--- config.mk ---
export PLATFORM = sky130hd
export DESIGN_NAME = cfw_cordic
export DESIGN_NICKNAME = d
export VERILOG_FILES = /design/src/rtl/cfw_pkg.sv /design/src/rtl/cfw_cordic.sv
export SDC_FILE = /design/constraint.sdc
export NUM_CORES = 2
export LEC_CHECK = 0
export ABC_AREA = 0
export BUFFER_PORTS_ARGS = -buffer_cell sky130_fd_sc_hd__buf_2
export CORE_MARGIN = 5
export CORE_UTILIZATION = 53
export CTS_CLUSTER_DIAMETER = 150
export CTS_CLUSTER_SIZE = 28
export DETAILED_ROUTE_END_ITERATION = 12
export PLACE_DENSITY = 0.71
export SYNTH_ARGS = -nofsm -noshare
export SYNTH_HDL_FRONTEND = slang
export SYNTH_SLANG_ARGS = --single-unit
export TNS_END_PERCENT = 100
--- constraint.sdc ---
create_clock -name clk_i -period 17.7 [get_ports clk_i]
set_input_delay 1.77 -clock clk_i [delete_from_list [all_inputs] [get_ports clk_i]]
set_output_delay 1.77 -clock clk_i [all_outputs]
set_load 0.005 [all_outputs]
--- src/rtl/cfw_pkg.sv ---
// Shared types, constants and the CORDIC angle table for the steering block.
// No dependencies; the interface, CORDIC, top-level and bench files import this package.
package cfw_pkg;

  // CORDIC datapath
  localparam int CORDIC_STAGES = 16;
  localparam int ATAN_LEN      = 24;
  localparam int CW            = 28;   // vector width, covers gain and sign
  localparam int ZW            = 24;   // angle width, units of 2^-24 turn
  localparam logic [ZW-1:0] Z_HALF  = 24'h800000;
  localparam logic [ZW-1:0] Z_ROUND = 24'd128;

  // Steering and PWM datapath
  localparam int ERR_W  = 16;
  localparam int DW     = 26;          // wheel speed difference, Q8
  localparam int VW     = 27;          // wheel speed, Q8
  localparam int AW     = 45;          // PWM accumulator, Q16
  localparam int NPOST  = 8;           // register stages after the CORDIC
  localparam logic [18:0] TWO_PI_Q16 = 19'd411775;
  localparam logic [63:0] RND_HALF36 = 64'h0000_0008_0000_0000;

  // Configuration port
  localparam int CFG_IDX_W  = 3;
  localparam int CFG_DATA_W = 24;

  typedef enum logic [CFG_IDX_W-1:0] {
    CFG_ANGULAR_GAIN  = 3'd0,
    CFG_HALF_AXLE     = 3'd1,
    CFG_FORWARD_SPEED = 3'd2,
    CFG_PWM_SLOPE     = 3'd3,
    CFG_PWM_OFFSET    = 3'd4
  } cfw_cfg_idx_e;

  localparam logic [15:0]        RST_GAIN   = 16'd6144;
  localparam logic [9:0]         RST_HALF   = 10'd85;
  localparam logic signed [11:0] RST_FWD    = 12'sd25;
  localparam logic [15:0]        RST_SLOPE  = 16'd14147;
  localparam logic signed [23:0] RST_OFFSET = 24'sd240216;

  // One word inside the CORDIC pipeline.
  typedef struct packed {
    logic signed [CW-1:0] x;
    logic signed [CW-1:0] y;
    logic [ZW-1:0]        z;
    logic                 is_zero;
    logic [15:0]          heading;
  } cfw_cordic_t;

  // atan(2^-i) in units of 2^-24 turn.
  function automatic logic [ZW-1:0] cfw_atan(input int unsigned i);
    case (i)
      0:  return 24'd2097152;
      1:  return 24'd1238021;
      2:  return 24'd654136;
      3:  return 24'd332050;
      4:  return 24'd166669;
      5:  return 24'd83416;
      6:  return 24'd41718;
      7:  return 24'd20860;
      8:  return 24'd10430;
      9:  return 24'd5215;
      10: return 24'd2608;
      11: return 24'd1304;
      12: return 24'd652;
      13: return 24'd326;
      14: return 24'd163;
      15: return 24'd81;
      16: return 24'd41;
      17: return 24'd20;
      18: return 24'd10;
      19: return 24'd5;
      20: return 24'd3;
      21: return 24'd1;
      22: return 24'd1;
      23: return 24'd0;
      default: return '0;
    endcase
  endfunction

endpackage

--- src/rtl/cfw_cordic.sv ---
// Pipelined vectoring CORDIC, one micro-rotation per register stage.
// Depends on cfw_pkg for the word type, stage count and angle table.
module cfw_cordic import cfw_pkg::*; (
  input  logic        clk_i,
  input  logic        rst_ni,
  input  logic        in_valid_i,
  output logic        in_ready_o,
  input  cfw_cordic_t in_data_i,
  output logic        out_valid_o,
  input  logic        out_ready_i,
  output cfw_cordic_t out_data_o
);

  cfw_cordic_t               stg_q [CORDIC_STAGES];
  logic [CORDIC_STAGES-1:0]  vld_q;
  logic [CORDIC_STAGES:0]    adv;

  assign adv[CORDIC_STAGES] = out_ready_i;
  assign in_ready_o         = adv[0];
  assign out_valid_o        = vld_q[CORDIC_STAGES-1];
  assign out_data_o         = stg_q[CORDIC_STAGES-1];

  for (genvar i = 0; i < CORDIC_STAGES; i++) begin : g_stage
    cfw_cordic_t          cur;
    cfw_cordic_t          nxt;
    logic                 cur_vld;
    logic signed [CW-1:0] xs;
    logic signed [CW-1:0] ys;

    if (i == 0) begin : g_first
      assign cur     = in_data_i;
      assign cur_vld = in_valid_i;
    end else begin : g_next
      assign cur     = stg_q[i-1];
      assign cur_vld = vld_q[i-1];
    end

    // A stage takes a new word when it is empty or its successor moves.
    assign adv[i] = ~vld_q[i] | adv[i+1];

    // Rotate toward the x axis; the sign of y picks the direction.
    always_comb begin
      xs  = $signed(cur.x) >>> i;
      ys  = $signed(cur.y) >>> i;
      nxt = cur;
      if (!cur.y[CW-1]) begin
        nxt.x = cur.x + ys;
        nxt.y = cur.y - xs;
        nxt.z = cur.z + cfw_atan(i);
      end else begin
        nxt.x = cur.x - ys;
        nxt.y = cur.y + xs;
        nxt.z = cur.z - cfw_atan(i);
      end
    end

    always_ff @(posedge clk_i or negedge rst_ni) begin
      if (!rst_ni) begin
        vld_q[i] <= 1'b0;
      end else if (adv[i]) begin
        vld_q[i] <= cur_vld;
      end
    end

    always_ff @(posedge clk_i) begin
      if (adv[i] && cur_vld) begin
        stg_q[i] <= nxt;
      end
    end
  end

endmodule

Yosys cells after proc, flatten, opt, wreduce, memory -nomap -nowiden
Memories as Yosys holds them, arrays and structs flattened.
Cells that the tools add are included.
Widths: inputs -> output; s select.

word-level totals
  logic and storage cells = 208
  latch bits = 0
  memories = 1
  register bits = 16
  memory bits (read-only) = 0
  output and inout port bits = 99
  bits of input ports = 101
  memory bits (writable) = 1,552

memories
  memory  depth  width  read ports  clocked after memory_dff  write ports  RTL line          RTL
  stg_q   16     97     16          0                         16           cfw_cordic.sv:14  cfw_cordic_t stg_q [CORDIC_STAGES];

cells by class
  multiplexer cells = 48
  eq/ne operators = 0
  $lt $le $gt $ge = 0
  add/subtract/negate cells = 95
  divide/modulo/power cells = 0
  bitwise gates (word level) = 32
  multipliers = 0
  reductions and logical operators = 16
  shifts and indexed selects = 0

operators with widths
  operator          number
  $mux 80           16
  $add 28x13->28    2
  $add 28x14->28    2
  $add 28x15->28    2
  $add 28x16->28    2
  $add 28x17->28    2
  $add 28x18->28    2
  $add 28x19->28    2
  $add 28x20->28    2
  $add 28x21->28    2
  $add 28x22->28    2
  $add 28x23->28    2
  $add 28x24->28    2
  $add 28x25->28    2
  $add 28x26->28    2
  $add 28x27->28    2
  $sub 28x13->28    2
  $sub 28x14->28    2
  $sub 28x15->28    2
  $sub 28x16->28    2
  $sub 28x17->28    2
  $sub 28x18->28    2
  $sub 28x19->28    2
  $sub 28x20->28    2
  45 further kinds  129

Logic depth before layout (Yosys ltp)
  word-level depth = 20
  mapped depth = 19

Worst setup path after synthesis
No wires, ideal clock.

  path kind = input to register
  start point = input port out_ready_i
  end point = memory stg_q[0][0] (netlist name) (enable)
  arrival time = 7.232 ns
  buffers on the path = 0
  stages = 7
  required time = 17.092 ns
  path slack = 9.860 ns
  path through = nor2b_1 -> nand3_1 -> nor2_1 -> nand2_1 -> nor3_1 -> and3_1 -> a31oi_1

RTL lines
  item         RTL line          RTL
  from (decl)  cfw_cordic.sv:10  input logic out_ready_i,
  to (decl)    cfw_cordic.sv:14

Worst setup path in the final report
  start point = input port out_ready_i
  end point = output port in_ready_o

between the ends
  longest elaborated chain between the ends = 16

ends and longest elaborated chain
  item                      RTL line          RTL
  $or 1x1->1 (16 in a row)  cfw_cordic.sv:39  assign adv[i] = ~vld_q[i] | adv[i+1];
  to (decl)                 cfw_cordic.sv:7   output logic in_ready_o,

No other way between the ends.

==> metrics.md <==
| Metric | Value |
|---|---|
| Status | `finished clean` |
| Die area | `230800 um2` |
| Critical Path Fanout Max | `5` |
| I/O pin total | `200` |
| Average size of a mapped cell | `9.999 um2` |
| Final Non-Filler Cells | `14870` |
| Most common cell in the netlist | `edfxtp_1` |
| DP Area | `121900 um2` |
| Fin area | `123700 um2` |
| Slew Limit Fails | `0` |
| # hold bufs at CTS | `0` |
| Initial DRC count | `6737` |
| RSZ-0062 raised after global routing | `false` |
| Nets | `13330` |
| Worst-path clk slew | `110 ps` |
| FF-to-FF setup slack | `12460 ps` |
| Period minus WS final | `5984 ps` |
| Crit path capture type | `primary output` |
| Vias in the first global route | `85030` |
| # rows | `172` |
| Htree depth | `3` |
| Chip Width | `480.4 um` |
| MaxCap Viol Count | `0` |
| Synth cell count leaders | `1551 x edfxtp_1, 1290 x ha_1, 1182 x nor2_1` |
| GP Congestion | `0.9312` |
| Global-route wire length before repair | `450.5 mm` |
| Setup Viol. Count Final | `0` |
| Core footprint | `219900 um2` |
| Critical R2R Launch | `stg_q[0][238]` |
| Fmax | `0.1671 GHz` |
| I/O Buffers | `199` |
| CTS tree | `yes` |
| ANT nets after route | `0` |
| Setup Skew | `38.60 ps` |
| Die height | `480.4 um` |
| Post-Syn Nets | `13170` |
| All-Layer GR Usage | `0.2376` |
| Setup TNS after final layout | `0 ps` |
| Reg2reg path depth | `16` |
| Critical Path RT | `15930 ps` |
| Hold depth | `0` |
| Largest net degree at the start of global routing | `77` |
| Hold Crit Endpoint | `stg_q[1][98]` |
| Clk sinks | `1567` |
| DP Wirelength | `225.4 mm` |
| Synth async-reset ratio | `0.01021` |
| Share of cells above drive strength 1 | `0.04215` |
| Total Wirelength | `283.1 mm` |
| Worst-skew pair later-pin latency | `760 ps` |
| Final Hold Viols | `0` |
| Sequential-to-total area share from yosys stat | `0.4006` |
| Hold Path Origin | `stg_q[1][1]` |
| Post-synth EDFFs | `1551` |
| Crit start category | `input port` |
| DRC | `0` |
| Area fraction of the dominant cell type after synthesis | `0.3972` |
| Ys Warns | `0` |
| Initial antenna violation count | `11` |
| CTS max path bufs | `3` |
| Worst EP arrival | `4210 ps` |
| Starting Density | `0.5332` |
| Worst-Margin Slew | `1097 ps` |
| TritonCTS buffer count | `66` |
| Fin crit share | `0.3381` |
| Yosys top cell by area | `edfxtp_1` |
| Wire length per cell | `19.04 um` |
| Global route overflow | `0` |
| Crit Path Class | `input port to primary output` |
| Syn Std Cell Area | `117300 um2` |
| End of the worst register-to-register path | `stg_q[0][385]` |
| Area Growth Syn to Fin | `5.507%` |
| Hold Crit Class | `flop to flop` |
| Relative slew slack | `0.2582` |
| Post-synth cell types | `88` |
| Via count | `88710` |
| Post-DR vias/cell | `5.966` |
| Synth Flop Type | `edfxtp_1` |
| Post-Syn Instances | `11730` |
| Placed insts | `14780` |
| Post-CTS setup buffer count | `0` |
| Synth area leaders | `edfxtp_1 40%, ha_1 14%, xnor2_1 7.7%, a21oi_1 4.7%, nor2_1 3.8%` |
| Post-CTS Resized | `0` |
| Root Buffer | `clkbuf_16` |
| Number of iterations in the first detailed-routing pass | `6` |
| Register bit total from synthesis | `1567` |
==> sequential cells by signal, indices dropped and copies added (netlist names) <==
name / flops
g_stage.cur_vld: 15
out_valid_o: 1
stg_q: 1551
==> cell families after synthesis <==
family | count (synthesis) | synth area share
AO/OA/AOI/OAI | 3088 | 0.1688
XOR/XNOR | 1530 | 0.1143
adder cells (fa/ha/maj) | 1339 | 0.1460
buffers and inverters | 698 | 0.02235
flip-flops | 1567 | 0.4006
multiplexers | 74 | 0.006722
AND/OR/NAND/NOR | 3432 | 0.1412
==> critical path: stages <==
cell	delay, ps
buf_2	100
nor2b_1	340
nand3_1	200
nor2_1	300
nand2_1	170
nor3_1	630
and3_1	410
nand3_1	140
buf_2	150
==> layout make-up <==
| class | instances | area [um2] |
|---|---|---|
| clock buffer | 75 | 1685 |
| multi-input combinational | 9463 | 67760 |
| sequential | 1567 | 46980 |
| tap | 2958 | 3701 |
| fill | 19000 | 96220 |
| antenna | 1 | 2.502 |
| clock inverter | 10 | 161.4 |
| inverter | 542 | 2034 |
| timing repair buffer | 253 | 1401 |
==> through the flow <==
| stage | utilization | worst slack (ps) | hold WS (ps) |
|---|---|---|---|
| 2_1_floorplan | - | 9860 | 400.3 |
| 3_3_place_gp | 0.5541 | 11730 | 400.2 |
| 3_5_place_dp | 0.5541 | 11720 | 404.5 |
| 4_1_cts | 0.5625 | 11700 | 384.5 |
| 5_1_grt | 0.5625 | 11460 | 415.2 |
| 6_report | 0.5625 | 11720 | 396.2 |
==> metal layers <==
metal  global-route usage  routed length (um)  up-vias
met4              0.05942                7351        0
met3              0.02078               12930      371
li1                     -                   -    43630
met5                    0                   0        -
met2               0.4162              137600     2096
met1               0.3185              125200    42610
==> placed cells by master (no fill, tap or decap), types with 52 or more instances in the layout <==
cell type  netlist  final
a21oi_1       1093   1092
nand2b_1       163    163
xor2_1         501    501
nor2b_1        184    179
clkbuf_16        0     66
o211ai_1        89     89
and2_1          80     71
a21o_1         352    352
nor4_1         113    112
nor2_1        1182   1182
inv_1          537    537
a31oi_1        116    115
o21a_1         207    207
nand2_1        590    590
edfxtp_1      1551   1551
and3_1         148    148
nand3_1        209    209
o21bai_1       126    126
a211oi_1       101    101
or2_2           52     52
or3_1           94     94
nand4_1         74     74
ha_1          1290   1290
buf_4            0     54
xnor2_1       1029   1029
nor3_1         390    390
o21ai_0        491    491
buf_2            1    199
==> worst max-delay path by stage <==
| stage | start | endpoint | slack [ps] | cells after the start |
|---|---|---|---|---|
| 5_1_grt | out_ready_i | in_ready_o | 11460 | 9 |
| 3_3_place_gp | out_ready_i | in_ready_o | 11730 | 9 |
| 2_1_floorplan | out_ready_i | stg_q[0][0] | 9860 | 7 |
| 4_1_cts | out_ready_i | in_ready_o | 11700 | 9 |
| 6_report | out_ready_i | in_ready_o | 11720 | 9 |
| 3_5_place_dp | out_ready_i | in_ready_o | 11720 | 9 |
Power is left out: the tool's default activity adds up to more than one toggle a clock period on the data nets, which glitch-free logic cannot reach.
